<file path="src/design/stt_pkg.sv">
// shared types, constants and character decode for the source text tokenizer
package stt_pkg;

   localparam int OFFSET_BITS    = 32;
   localparam int KEYWORD_CHARS  = 8;
   localparam int FIELD_BITS     = 32;
   localparam int KIND_BITS      = 6;
   localparam int KW_COUNT       = 12;
   localparam int KW_TEXT        = 8;
   localparam int LEN_BITS       = $clog2(KEYWORD_CHARS + 2);
   localparam int QUEUE_DEPTH    = 4;
   localparam int QUEUE_PTR_BITS = $clog2(QUEUE_DEPTH);
   localparam int QUEUE_CNT_BITS = $clog2(QUEUE_DEPTH + 1);

   typedef logic [OFFSET_BITS-1:0] off_type;
   typedef logic [KIND_BITS-1:0]   kind_type;
   typedef logic [LEN_BITS-1:0]    len_type;
   typedef logic [KW_COUNT-1:0]    kw_vec_type;
   typedef logic [7:0]             char_type;

   localparam off_type OFF_MAX = '1;

   typedef enum logic [2:0] {
      PC_NONE = 3'd0,
      PC_OP   = 3'd1,
      PC_PIPE = 3'd2,
      PC_AMP  = 3'd3,
      PC_NUM  = 3'd4,
      PC_WORD = 3'd5
   } pend_type;

   localparam kind_type KIND_ILLEGAL = 6'd0;
   localparam kind_type KIND_EOF     = 6'd1;
   localparam kind_type KIND_PUNCT   = 6'd2;
   localparam kind_type KIND_OP      = 6'd8;
   localparam kind_type KIND_OP_EQ   = 6'd18;
   localparam kind_type KIND_INC     = 6'd28;
   localparam kind_type KIND_DEC     = 6'd29;
   localparam kind_type KIND_OR      = 6'd30;
   localparam kind_type KIND_AND     = 6'd31;
   localparam kind_type KIND_NUMBER  = 6'd32;
   localparam kind_type KIND_IDENT   = 6'd33;
   localparam kind_type KIND_KEYWORD = 6'd34;

   localparam char_type CH_HASH  = 8'h23;
   localparam char_type CH_PIPE  = 8'h7C;
   localparam char_type CH_AMP   = 8'h26;
   localparam char_type CH_UNDER = 8'h5F;
   localparam char_type CH_EQ    = 8'h3D;
   localparam char_type CH_PLUS  = 8'h2B;
   localparam char_type CH_MINUS = 8'h2D;
   localparam char_type CH_SPACE = 8'h20;
   localparam char_type CH_NL    = 8'h0A;
   localparam char_type CH_EOF   = 8'hFF;

   // keyword text right-aligned, first character highest
   localparam logic [KW_TEXT*8-1:0] KW_WORDS [KW_COUNT] = '{
      "if", "else", "for", "while", "break", "continue",
      "fn", "return", "int", "bool", "true", "false"
   };
   localparam logic [3:0] KW_LEN [KW_COUNT] = '{
      4'd2, 4'd4, 4'd3, 4'd5, 4'd5, 4'd8, 4'd2, 4'd6, 4'd3, 4'd4, 4'd4, 4'd5
   };

   typedef struct packed {
      logic       hit;
      logic [3:0] idx;
   } sel_type;

   typedef struct packed {
      kind_type kind;
      off_type  first;
      off_type  after;
      off_type  line;
      off_type  line_begin;
   } tok_type;

   typedef struct packed {
      logic    two;
      tok_type tok0;
      tok_type tok1;
   } step_type;

   typedef struct packed {
      logic     valid;
      step_type entry;
   } push_type;

   typedef struct packed {
      logic     avail;
      step_type entry;
   } head_type;

   function automatic off_type sat_inc(off_type v);
      return (v == OFF_MAX) ? v : v + 1'b1;
   endfunction

   function automatic logic [FIELD_BITS-1:0] to_field(off_type v);
      logic [63:0] wide;
      wide = 64'(v);
      return wide[FIELD_BITS-1:0];
   endfunction

   function automatic sel_type op_code(char_type c);
      sel_type s;
      s.hit = 1'b1;
      unique case (c)
         8'h2B: s.idx = 4'd0;
         8'h2D: s.idx = 4'd1;
         8'h2A: s.idx = 4'd2;
         8'h2F: s.idx = 4'd3;
         8'h25: s.idx = 4'd4;
         8'h3C: s.idx = 4'd5;
         8'h3E: s.idx = 4'd6;
         8'h21: s.idx = 4'd7;
         8'h3A: s.idx = 4'd8;
         8'h3D: s.idx = 4'd9;
         default: begin
            s.hit = 1'b0;
            s.idx = 4'd0;
         end
      endcase
      return s;
   endfunction

   function automatic sel_type punct_code(char_type c);
      sel_type s;
      s.hit = 1'b1;
      unique case (c)
         8'h2C: s.idx = 4'd0;
         8'h3B: s.idx = 4'd1;
         8'h7B: s.idx = 4'd2;
         8'h7D: s.idx = 4'd3;
         8'h28: s.idx = 4'd4;
         8'h29: s.idx = 4'd5;
         default: begin
            s.hit = 1'b0;
            s.idx = 4'd0;
         end
      endcase
      return s;
   endfunction

   function automatic logic is_digit(char_type c);
      return (c >= 8'h30) && (c <= 8'h39);
   endfunction

   function automatic logic is_alpha(char_type c);
      return ((c >= 8'h61) && (c <= 8'h7A)) || ((c >= 8'h41) && (c <= 8'h5A));
   endfunction

   function automatic logic is_ident(char_type c);
      return is_digit(c) || is_alpha(c) || (c == CH_UNDER);
   endfunction

   // character of keyword k at position pos, zero past its end
   function automatic char_type kw_char(int k, len_type pos);
      int n;
      n = int'(KW_LEN[k]) - 1 - int'(pos);
      if (n < 0) begin
         return 8'h00;
      end
      return KW_WORDS[k][n*8 +: 8];
   endfunction

endpackage

</file>
<file path="src/design/stt_ifs.sv">
// request and response channel interfaces of the source text tokenizer
interface stt_req_if;
   logic       valid;
   logic       ready;
   logic [7:0] src_byte;
   logic       ends_source;

   modport source (output valid, output src_byte, output ends_source, input ready);
   modport sink (input valid, input src_byte, input ends_source, output ready);
endinterface

interface stt_rsp_if import stt_pkg::*; ();
   logic                  valid;
   logic                  ready;
   logic [KIND_BITS-1:0]  token_kind;
   logic [FIELD_BITS-1:0] token_first;
   logic [FIELD_BITS-1:0] token_after;
   logic [FIELD_BITS-1:0] line_number;
   logic [FIELD_BITS-1:0] line_offset;
   logic                  run_last;

   modport source (output valid, output token_kind, output token_first, output token_after,
                   output line_number, output line_offset, output run_last, input ready);
   modport sink (input valid, input token_kind, input token_first, input token_after,
                 input line_number, input line_offset, input run_last, output ready);
endinterface

</file>
<file path="src/design/source_text_tokenizer.sv">
// top level of the source text tokenizer: front end, step queue and output stage
// The tokenizer takes one source byte per transfer on req_port and returns tokens on
// rsp_port, each with its kind, start and end offset, line number and line start.
// A byte is taken in every cycle while the four-step queue between the lexer and the
// output stage has room; the lexer handles each byte in the cycle it is taken. A byte
// yields zero, one or two tokens, and the output stage sends one token per cycle while
// rsp_port is ready, so two-token bytes slow the byte intake once the queue fills.
// The first token of a byte is written into the step queue when the byte transfers and
// is then registered in the output stage, which offers it on rsp_port. A byte with
// ends_source set flushes the pending token and restarts offsets and line count.
// There is no start-up clearing: the block is ready the cycle after reset.
module source_text_tokenizer import stt_pkg::*; (
   input  logic      clock,
   input  logic      reset,
   stt_req_if.sink   req_port,
   stt_rsp_if.source rsp_port
);

   push_type push;
   head_type head;
   logic     queue_full;
   logic     pop;

   stt_front u_front (
      .clock      (clock),
      .reset      (reset),
      .req_port   (req_port),
      .push_out   (push),
      .queue_full (queue_full)
   );

   stt_queue u_queue (
      .clock    (clock),
      .reset    (reset),
      .push_in  (push),
      .full     (queue_full),
      .head_out (head),
      .pop      (pop)
   );

   stt_back u_back (
      .clock    (clock),
      .reset    (reset),
      .head_in  (head),
      .pop      (pop),
      .rsp_port (rsp_port)
   );

endmodule

</file>
<file path="src/design/stt_front.sv">
// lexer front end: accepts bytes, tracks the pending token and builds token steps
module stt_front import stt_pkg::*; (
   input  logic     clock,
   input  logic     reset,
   stt_req_if.sink  req_port,
   output push_type push_out,
   input  logic     queue_full
);

   pend_type   pclass_ff, pclass_in;
   char_type   pchar_ff, pchar_in;
   off_type    pbeg_ff, pbeg_in;
   len_type    wlen_ff, wlen_in;
   kw_vec_type match_ff, match_in;
   logic       comment_ff, comment_in;
   off_type    line_ff, line_in;
   off_type    lbeg_ff, lbeg_in;
   off_type    pos_ff, pos_in;

   logic       accept;
   char_type   c;
   off_type    p1;
   logic       fresh;
   logic [1:0] n;
   tok_type    toks [2];
   sel_type    opsel;
   sel_type    opsel_end;
   sel_type    csel;
   sel_type    psel;

   function automatic tok_type mk(kind_type kind, off_type first, off_type after,
                                  off_type line, off_type lbeg);
      tok_type t;
      t.kind       = kind;
      t.first      = first;
      t.after      = after;
      t.line       = line;
      t.line_begin = lbeg;
      return t;
   endfunction

   function automatic kind_type word_kind(len_type wlen, kw_vec_type match);
      kind_type kind;
      kind = KIND_IDENT;
      if (wlen <= len_type'(KEYWORD_CHARS)) begin
         for (int k = 0; k < KW_COUNT; k++) begin
            if (match[k] && (wlen == len_type'(KW_LEN[k]))) begin
               kind = KIND_KEYWORD + kind_type'(k);
            end
         end
      end
      return kind;
   endfunction

   // pending token ended by a byte that does not extend it
   function automatic tok_type flush_tok(pend_type cls, logic [3:0] op_idx, off_type pbeg,
                                         off_type here, off_type line, off_type lbeg,
                                         len_type wlen, kw_vec_type match);
      tok_type t;
      unique case (cls)
         PC_OP:          t = mk(KIND_OP + kind_type'(op_idx), pbeg, sat_inc(pbeg), line, lbeg);
         PC_PIPE,
         PC_AMP:         t = mk(KIND_ILLEGAL, pbeg, sat_inc(pbeg), line, lbeg);
         PC_NUM:         t = mk(KIND_NUMBER, pbeg, here, line, lbeg);
         PC_WORD:        t = mk(word_kind(wlen, match), pbeg, here, line, lbeg);
         default:        t = mk(KIND_ILLEGAL, pbeg, sat_inc(pbeg), line, lbeg);
      endcase
      return t;
   endfunction

   assign req_port.ready = !queue_full;
   assign accept         = req_port.valid && !queue_full;

   always_comb begin
      c          = req_port.src_byte;
      p1         = sat_inc(pos_ff);
      pclass_in  = pclass_ff;
      pchar_in   = pchar_ff;
      pbeg_in    = pbeg_ff;
      wlen_in    = wlen_ff;
      match_in   = match_ff;
      comment_in = comment_ff;
      line_in    = line_ff;
      lbeg_in    = lbeg_ff;
      pos_in     = p1;
      fresh      = 1'b1;
      n          = 2'd0;
      toks[0]    = '0;
      toks[1]    = '0;
      opsel      = op_code(pchar_ff);
      csel       = op_code(c);
      psel       = punct_code(c);

      if (comment_ff) begin
         if (c == CH_NL) begin
            comment_in = 1'b0;
         end else begin
            fresh = 1'b0;
         end
      end else begin
         unique case (pclass_ff)
            PC_OP: begin
               if (c == CH_EQ) begin
                  toks[0]   = mk(KIND_OP_EQ + kind_type'(opsel.idx), pbeg_ff, p1, line_ff,
                                 lbeg_ff);
                  n         = 2'd1;
                  pclass_in = PC_NONE;
                  fresh     = 1'b0;
               end else if ((c == pchar_ff) && ((c == CH_PLUS) || (c == CH_MINUS))) begin
                  toks[0]   = mk((c == CH_PLUS) ? KIND_INC : KIND_DEC, pbeg_ff, p1, line_ff,
                                 lbeg_ff);
                  n         = 2'd1;
                  pclass_in = PC_NONE;
                  fresh     = 1'b0;
               end else begin
                  toks[0]   = flush_tok(pclass_ff, opsel.idx, pbeg_ff, pos_ff, line_ff, lbeg_ff,
                                        wlen_ff, match_ff);
                  n         = 2'd1;
                  pclass_in = PC_NONE;
                  wlen_in   = '0;
               end
            end
            PC_PIPE,
            PC_AMP: begin
               if (c == ((pclass_ff == PC_PIPE) ? CH_PIPE : CH_AMP)) begin
                  toks[0]   = mk((pclass_ff == PC_PIPE) ? KIND_OR : KIND_AND, pbeg_ff, p1,
                                 line_ff, lbeg_ff);
                  n         = 2'd1;
                  pclass_in = PC_NONE;
                  fresh     = 1'b0;
               end else begin
                  toks[0]   = flush_tok(pclass_ff, opsel.idx, pbeg_ff, pos_ff, line_ff, lbeg_ff,
                                        wlen_ff, match_ff);
                  n         = 2'd1;
                  pclass_in = PC_NONE;
                  wlen_in   = '0;
               end
            end
            PC_NUM: begin
               if (is_digit(c)) begin
                  fresh = 1'b0;
               end else begin
                  toks[0]   = flush_tok(pclass_ff, opsel.idx, pbeg_ff, pos_ff, line_ff, lbeg_ff,
                                        wlen_ff, match_ff);
                  n         = 2'd1;
                  pclass_in = PC_NONE;
                  wlen_in   = '0;
               end
            end
            PC_WORD: begin
               if (is_ident(c)) begin
                  fresh = 1'b0;
                  if (wlen_ff < len_type'(KEYWORD_CHARS)) begin
                     for (int k = 0; k < KW_COUNT; k++) begin
                        match_in[k] = match_ff[k] && (kw_char(k, wlen_ff) == c);
                     end
                  end
                  if (wlen_ff < len_type'(KEYWORD_CHARS + 1)) begin
                     wlen_in = wlen_ff + 1'b1;
                  end
               end else begin
                  toks[0]   = flush_tok(pclass_ff, opsel.idx, pbeg_ff, pos_ff, line_ff, lbeg_ff,
                                        wlen_ff, match_ff);
                  n         = 2'd1;
                  pclass_in = PC_NONE;
                  wlen_in   = '0;
               end
            end
            default: begin
               pclass_in = PC_NONE;
            end
         endcase
      end

      if (fresh) begin
         if (c == CH_SPACE) begin
            pos_in = p1;
         end else if (c == CH_NL) begin
            line_in = sat_inc(line_ff);
            lbeg_in = p1;
         end else if (c == CH_HASH) begin
            comment_in = 1'b1;
         end else if ((c == CH_PIPE) || (c == CH_AMP)) begin
            pclass_in = (c == CH_PIPE) ? PC_PIPE : PC_AMP;
            pbeg_in   = pos_ff;
         end else if (c == CH_EOF) begin
            toks[n[0]] = mk(KIND_EOF, pos_ff, p1, line_ff, lbeg_ff);
            n          = n + 2'd1;
         end else if (csel.hit) begin
            pclass_in = PC_OP;
            pchar_in  = c;
            pbeg_in   = pos_ff;
         end else if (psel.hit) begin
            toks[n[0]] = mk(KIND_PUNCT + kind_type'(psel.idx), pos_ff, p1, line_ff, lbeg_ff);
            n          = n + 2'd1;
         end else if (is_digit(c)) begin
            pclass_in = PC_NUM;
            pbeg_in   = pos_ff;
         end else if (is_alpha(c) || (c == CH_UNDER)) begin
            pclass_in = PC_WORD;
            pbeg_in   = pos_ff;
            wlen_in   = len_type'(1);
            for (int k = 0; k < KW_COUNT; k++) begin
               match_in[k] = (kw_char(k, '0) == c);
            end
         end else begin
            toks[n[0]] = mk(KIND_ILLEGAL, pos_ff, p1, line_ff, lbeg_ff);
            n          = n + 2'd1;
         end
      end

      opsel_end = op_code(pchar_in);
      if (req_port.ends_source) begin
         if (pclass_in != PC_NONE) begin
            toks[n[0]] = flush_tok(pclass_in, opsel_end.idx, pbeg_in, p1, line_in, lbeg_in,
                                   wlen_in, match_in);
            n          = n + 2'd1;
         end
         pclass_in  = PC_NONE;
         pchar_in   = '0;
         pbeg_in    = '0;
         wlen_in    = '0;
         comment_in = 1'b0;
         line_in    = off_type'(1);
         lbeg_in    = '0;
         pos_in     = '0;
      end
   end

   assign push_out.valid      = accept && (n != 2'd0);
   assign push_out.entry.two  = (n == 2'd2);
   assign push_out.entry.tok0 = toks[0];
   assign push_out.entry.tok1 = toks[1];

   always_ff @(posedge clock) begin
      if (reset) begin
         pclass_ff  <= PC_NONE;
         pchar_ff   <= '0;
         pbeg_ff    <= '0;
         wlen_ff    <= '0;
         comment_ff <= 1'b0;
         line_ff    <= off_type'(1);
         lbeg_ff    <= '0;
         pos_ff     <= '0;
      end else if (accept) begin
         pclass_ff  <= pclass_in;
         pchar_ff   <= pchar_in;
         pbeg_ff    <= pbeg_in;
         wlen_ff    <= wlen_in;
         comment_ff <= comment_in;
         line_ff    <= line_in;
         lbeg_ff    <= lbeg_in;
         pos_ff     <= pos_in;
      end
   end

   always_ff @(posedge clock) begin
      if (accept) begin
         match_ff <= match_in;
      end
   end

`ifndef SYNTH
   a_end_restarts: assert property (@(posedge clock) disable iff (reset)
      accept && req_port.ends_source |=> (pclass_ff == PC_NONE) && (pos_ff == '0) &&
                                          !comment_ff && (line_ff == off_type'(1)))
      else $error("counters not restarted after end of source");

   a_word_has_length: assert property (@(posedge clock) disable iff (reset)
      (pclass_ff == PC_WORD) |-> (wlen_ff != '0))
      else $error("pending word with zero length");
`endif

endmodule

</file>
<file path="src/design/stt_queue.sv">
// small fifo of token steps between the lexer front end and the output stage
module stt_queue import stt_pkg::*; (
   input  logic     clock,
   input  logic     reset,
   input  push_type push_in,
   output logic     full,
   output head_type head_out,
   input  logic     pop
);

   step_type                  slot_ff [QUEUE_DEPTH];
   logic [QUEUE_PTR_BITS-1:0] wr_ptr_ff, wr_ptr_in;
   logic [QUEUE_PTR_BITS-1:0] rd_ptr_ff, rd_ptr_in;
   logic [QUEUE_CNT_BITS-1:0] count_ff, count_in;
   logic                      do_push;
   logic                      do_pop;

   assign full           = (count_ff == QUEUE_CNT_BITS'(QUEUE_DEPTH));
   assign head_out.avail = (count_ff != '0);
   assign head_out.entry = slot_ff[rd_ptr_ff];
   assign do_push        = push_in.valid && !full;
   assign do_pop         = pop && head_out.avail;

   always_comb begin
      wr_ptr_in = do_push ? wr_ptr_ff + 1'b1 : wr_ptr_ff;
      rd_ptr_in = do_pop ? rd_ptr_ff + 1'b1 : rd_ptr_ff;
      case ({do_push, do_pop})
         2'b10:   count_in = count_ff + 1'b1;
         2'b01:   count_in = count_ff - 1'b1;
         default: count_in = count_ff;
      endcase
   end

   always_ff @(posedge clock) begin
      if (reset) begin
         wr_ptr_ff <= '0;
         rd_ptr_ff <= '0;
         count_ff  <= '0;
      end else begin
         wr_ptr_ff <= wr_ptr_in;
         rd_ptr_ff <= rd_ptr_in;
         count_ff  <= count_in;
      end
   end

   always_ff @(posedge clock) begin
      if (do_push) begin
         slot_ff[wr_ptr_ff] <= push_in.entry;
      end
   end

`ifndef SYNTH
   a_no_overflow: assert property (@(posedge clock) disable iff (reset)
      push_in.valid |-> !full)
      else $error("step pushed into full queue");

   a_count_bound: assert property (@(posedge clock) disable iff (reset)
      count_ff <= QUEUE_CNT_BITS'(QUEUE_DEPTH))
      else $error("queue count beyond depth");
`endif

endmodule

</file>
<file path="src/design/stt_back.sv">
// output stage: sends the tokens of each step one per transfer
module stt_back import stt_pkg::*; (
   input  logic      clock,
   input  logic      reset,
   input  head_type  head_in,
   output logic      pop,
   stt_rsp_if.source rsp_port
);

   logic    out_valid_ff, out_valid_in;
   logic    phase_ff, phase_in;
   tok_type out_tok_ff, out_tok_in;
   logic    out_last_ff, out_last_in;
   logic    load;
   logic    fin;

   assign load = !out_valid_ff || rsp_port.ready;
   assign fin  = !head_in.entry.two || phase_ff;
   assign pop  = load && head_in.avail && fin;

   always_comb begin
      out_valid_in = out_valid_ff;
      phase_in     = phase_ff;
      out_tok_in   = out_tok_ff;
      out_last_in  = out_last_ff;
      if (load) begin
         out_valid_in = head_in.avail;
         if (head_in.avail) begin
            out_tok_in  = phase_ff ? head_in.entry.tok1 : head_in.entry.tok0;
            out_last_in = fin;
            phase_in    = !fin;
         end
      end
   end

   always_ff @(posedge clock) begin
      if (reset) begin
         out_valid_ff <= 1'b0;
         phase_ff     <= 1'b0;
      end else begin
         out_valid_ff <= out_valid_in;
         phase_ff     <= phase_in;
      end
   end

   always_ff @(posedge clock) begin
      out_tok_ff  <= out_tok_in;
      out_last_ff <= out_last_in;
   end

   assign rsp_port.valid       = out_valid_ff;
   assign rsp_port.token_kind  = out_tok_ff.kind;
   assign rsp_port.token_first = to_field(out_tok_ff.first);
   assign rsp_port.token_after = to_field(out_tok_ff.after);
   assign rsp_port.line_number = to_field(out_tok_ff.line);
   assign rsp_port.line_offset = to_field(out_tok_ff.line_begin);
   assign rsp_port.run_last    = out_last_ff;

`ifndef SYNTH
   a_second_token_held: assert property (@(posedge clock) disable iff (reset)
      phase_ff |-> head_in.avail && head_in.entry.two)
      else $error("second token pending without a two-token step at queue head");
`endif

endmodule

</file>
<file path="src/flat_wrapper.sv">
// flat-port wrapper written by rule: the top's interface ports become plain ports
module source_text_tokenizer_flat import stt_pkg::*;
  (clock, reset, req_port_valid, req_port_src_byte, req_port_ends_source, req_port_ready, rsp_port_valid, rsp_port_token_kind, rsp_port_token_first, rsp_port_token_after, rsp_port_line_number, rsp_port_line_offset, rsp_port_run_last, rsp_port_ready);
  stt_req_if req_port_i ();
  stt_rsp_if rsp_port_i ();
  input  logic clock;
  input  logic reset;
  input wire logic [$bits(req_port_i.valid)-1:0] req_port_valid;
  input wire logic [$bits(req_port_i.src_byte)-1:0] req_port_src_byte;
  input wire logic [$bits(req_port_i.ends_source)-1:0] req_port_ends_source;
  output wire logic [$bits(req_port_i.ready)-1:0] req_port_ready;
  output wire logic [$bits(rsp_port_i.valid)-1:0] rsp_port_valid;
  output wire logic [$bits(rsp_port_i.token_kind)-1:0] rsp_port_token_kind;
  output wire logic [$bits(rsp_port_i.token_first)-1:0] rsp_port_token_first;
  output wire logic [$bits(rsp_port_i.token_after)-1:0] rsp_port_token_after;
  output wire logic [$bits(rsp_port_i.line_number)-1:0] rsp_port_line_number;
  output wire logic [$bits(rsp_port_i.line_offset)-1:0] rsp_port_line_offset;
  output wire logic [$bits(rsp_port_i.run_last)-1:0] rsp_port_run_last;
  input wire logic [$bits(rsp_port_i.ready)-1:0] rsp_port_ready;
  assign req_port_i.valid = req_port_valid;
  assign req_port_i.src_byte = req_port_src_byte;
  assign req_port_i.ends_source = req_port_ends_source;
  assign req_port_ready = req_port_i.ready;
  assign rsp_port_valid = rsp_port_i.valid;
  assign rsp_port_token_kind = rsp_port_i.token_kind;
  assign rsp_port_token_first = rsp_port_i.token_first;
  assign rsp_port_token_after = rsp_port_i.token_after;
  assign rsp_port_line_number = rsp_port_i.line_number;
  assign rsp_port_line_offset = rsp_port_i.line_offset;
  assign rsp_port_run_last = rsp_port_i.run_last;
  assign rsp_port_i.ready = rsp_port_ready;
  source_text_tokenizer u_core (.clock(clock), .reset(reset), .req_port(req_port_i), .rsp_port(rsp_port_i));
endmodule
</file>
<file path="config.mk">
export PLATFORM = sky130hd
export DESIGN_NAME = source_text_tokenizer_flat
export DESIGN_NICKNAME = d
export VERILOG_FILES = /design/src/design/stt_pkg.sv /design/src/design/stt_ifs.sv /design/src/design/source_text_tokenizer.sv /design/src/design/stt_front.sv /design/src/design/stt_queue.sv /design/src/design/stt_back.sv /design/src/flat_wrapper.sv
export SDC_FILE = /design/constraint.sdc
export NUM_CORES = 2
export LEC_CHECK = 0
export BUFFER_PORTS_ARGS = -buffer_cell sky130_fd_sc_hd__buf_2
export CORE_MARGIN = 1
export CORE_UTILIZATION = 57
export CTS_CLUSTER_SIZE = 12
export DETAILED_ROUTE_END_ITERATION = 7
export GPL_TIMING_DRIVEN = 0
export PLACE_DENSITY = 0.82
export SYNTH_ARGS = -nofsm -noshare
export SYNTH_HDL_FRONTEND = slang
export SYNTH_SLANG_ARGS = --single-unit
</file>
<file path="constraint.sdc">
create_clock -name clock -period 11.4 [get_ports clock]
set_input_delay 2.28 -clock clock [delete_from_list [all_inputs] [get_ports clock]]
set_output_delay 2.28 -clock clock [all_outputs]
set_load 0.01 [all_outputs]
</file>
==> qor.yml <==
gp_congestion: 1.03
antenna_left: 0
status: "complete, but fails checks"
leakagePower_uw: 0.0230
skew_ps: 63.3
synth_area_leader_cell: "edfxtp_1"
dpl.hpwl_um: 139000
synth_cells: 4541
via_count: 43900
drc: 0
startpoint_type: "input pin"
cp.arrival_ps: 9360
p_total_uw: 14300
synth_ff_type: "edfxtp_1"
cts_tree: "yes"
h-tree-depth: 4
grt_pass1_wl_um: 294000
netlist_area_mm2: 0.0620
ys_seq_area_share_pct: 64.3
cts.reportedPaths.clkPinSlew_ps: 50
p_per_area_mw_per_mm2: 207
power_switching_uw: 4270
period_share_pct: 78.4
final_cells: 6364
area_delta_synth_final_pct: 12.1
period_needed_ps: 8940
grt.overflow.total: 0
synth_top_area_share_pct: 59.3
wl_um: 205000
internal_power_uw: 10100
yosysWarnings: 0
relSlewSlack_pct: -6.06
rsz0062_at_grt: "false"
ctsHoldBuffers: 0
final_cell_mix: "1223 x edfxtp_1, 628 x nand2_1, 318 x nor2_1, 290 x clkbuf_1, 269 x mux4_2"
wl_per_cell_um: 32.3
combPwrFrac_pct: 22.5
numPortBuffers: 142
violations: "capacitance limit, slew limit"
ioPinCount: 150
netSwitchingFraction_pct: 29.8
cts.sinks: 1378
drv_cap: 4
ys_ff_latch: 1378
cts_made_buffers: 140
hold_viol_final: 0
drive_gt1_share_pct: 14.7
post-route-cell-area_mm2: 0.0695
dr.pass1.iters: 8
placeableCoreArea_mm2: 0.108
setup-violations-final: 0
cts_resized: 0
tightest_slew_ps: 1590
synth_edf_count: 1223
finalMaxSlewViolations: 36
cp.required_ps: 11820
die_x_um: 332
pwr-share-seq_pct: 46.7
syn_avg_cell_area_um2: 13.6
dr.first_iter.drc_count: 7143
path_max_fanout: 43
clkLatencyLatePin_ps: 790
critPathKind: "input pin to flop"
postCtsSetupBuffers: 0
grt_max_degree: 91
cp-end-kind: "flop"
peakVddDrop_mv: 0.179
place_area_mm2: 0.0651
rows: 120
initial_core_util_pct: 57.7
layout_commonest_cell: "edfxtp_1"
die_area_mm2: 0.110
synthArstFlopShare_pct: 0
grt_pass1_vias: 42800
track_usage_pct: 37.0
die_y_um: 332
placed_cells: 6110
antenna_found_initial: 9
clockBufferDepth: 3
nNetsFinal: 4890
p_clk_share_pct: 30.8
vias_per_cell: 6.90
ys_types: 103
clock-root-buffer: "clkbuf_16"
fmax_mhz: 112
syn_nets: 4581
synthTopCellsByArea: "edfxtp_1 59%, mux4_2 9.8%, dfxtp_1 5.0%"
setup_tns_ps: 0
min_path_type: "flop to flop"
[cell type report]
type	instances	area, µm²
flip-flops and latches	1378	39800
fillers	7490	38000
multi-input cells	2787	20700
clock buffers	216	3970
well taps	1403	1760
plain buffers	336	1350
repair buffers	167	1340
clock inverters	29	359
inverters	40	155
diodes	8	20.0
[power groups by stage]
stage,registers (µW),clock network (µW),logic (µW)
4_1_cts,6700,4430,3220
3_5_place_dp,6770,0,3150
3_3_place_gp,6910,0,2990
5_1_grt,6750,4600,3380
2_1_floorplan,6960,0,1710
6_report,6700,4420,3230
[kinds of logic (layout without fill, tap and decap cells)]
group | Yosys count | count (layout) | share of synthesized area (%)
mux | 321 | 321 | 10.6
buf+inv | 376 | 788 | 2.40
simple gates | 1488 | 1488 | 11.1
other cells | 0 | 8 | 0
fa+ha+maj | 28 | 28 | 0.573
xor+xnor | 133 | 133 | 1.88
flops | 1378 | 1378 | 64.3
compound gates | 817 | 817 | 9.17
[path summary, 6_finish.rpt]
path                                                          startpoint                                  endpoint  slack [ps]  cells past startpoint
worst min-delay path             u_core.u_front.pchar_ff[7]$_SDFFE_PP0P_   u_core.u_front.pchar_ff[7]$_SDFFE_PP0P_         510                      1
worst max-delay path                                req_port_src_byte[4]  u_core.u_queue.slot_ff[2][102]$_DFFE_PP_        2460                     18
worst min register to register   u_core.u_front.pchar_ff[7]$_SDFFE_PP0P_   u_core.u_front.pchar_ff[7]$_SDFFE_PP0P_         510                      1
worst max register to register  u_core.u_front.pclass_ff[0]$_SDFFE_PP0P_  u_core.u_queue.slot_ff[2][102]$_DFFE_PP_        4300                     16
[flip-flops by register name, summed over array words and instances, names as in the netlist, 4 cells and up, named ones only]
register                            count
u_core.u_queue.slot_ff               1076
u_core.u_back.rsp_port.line_number     32
u_core.u_back.rsp_port.line_offset     32
u_core.u_back.rsp_port.token_after     32
u_core.u_back.rsp_port.token_first     32
u_core.u_front.lbeg_ff                 32
u_core.u_front.line_ff                 32
u_core.u_front.pbeg_ff                 32
u_core.u_front.pos_ff                  32
u_core.u_front.match_ff                12
u_core.u_front.pchar_ff                 8
u_core.u_back.rsp_port.token_kind       6
u_core.u_front.wlen_ff                  4
[cell usage after synthesis, drive strengths merged (19+ instances only)]
master,count
a211oi,30
o21ai,183
nor3,72
clkbuf,232
nand2,628
edfxtp,1223
or3,34
a221oi,27
o31ai,34
nand3,104
mux2i,40
xor2,60
a21oi,127
a31oi,31
xnor2,73
dfxtp,155
a22oi,119
ha,26
nor2,319
inv,35
nand2b,24
a22o,76
nor4,28
o22ai,26
and3,40
nand4,44
mux4,269
and2,116
buf,104
o211ai,19
[worst max-delay path, stage by stage]
cell      delay [ps]
buf_2            200
buf_1            530
o211ai_1         280
o21ai_1          610
and2_1           210
clkbuf_1         510
clkinv_1         610
ha_1             460
nor3b_1          260
o21ai_0          110
a2111o_1         540
and3_1           200
clkbuf_1         470
o22ai_2          570
and2_4           510
buf_16           290
buf_16           270
buf_16           280
[layer usage]
metal | vias to the layer above | wire length (µm) | GRT usage (%)
li1 | 18100 | - | -
met1 | 21900 | 78400 | 50.5
met2 | 3275 | 92300 | 55.7
met3 | 603 | 23700 | 9.09
met4 | 4 | 10900 | 18.6
met5 | - | 26 | 0
[metrics by stage]
step	utilization (%)	hold WS, ps	setup slack, ps
global route	64.6	523	2330
CTS	64.6	504	2760
detailed placement	60.5	494	1970
floorplan	-	469	2040
finish	64.6	505	2460
global placement	60.0	482	-2510
No activity file was read; power rests on OpenSTA's default activity.
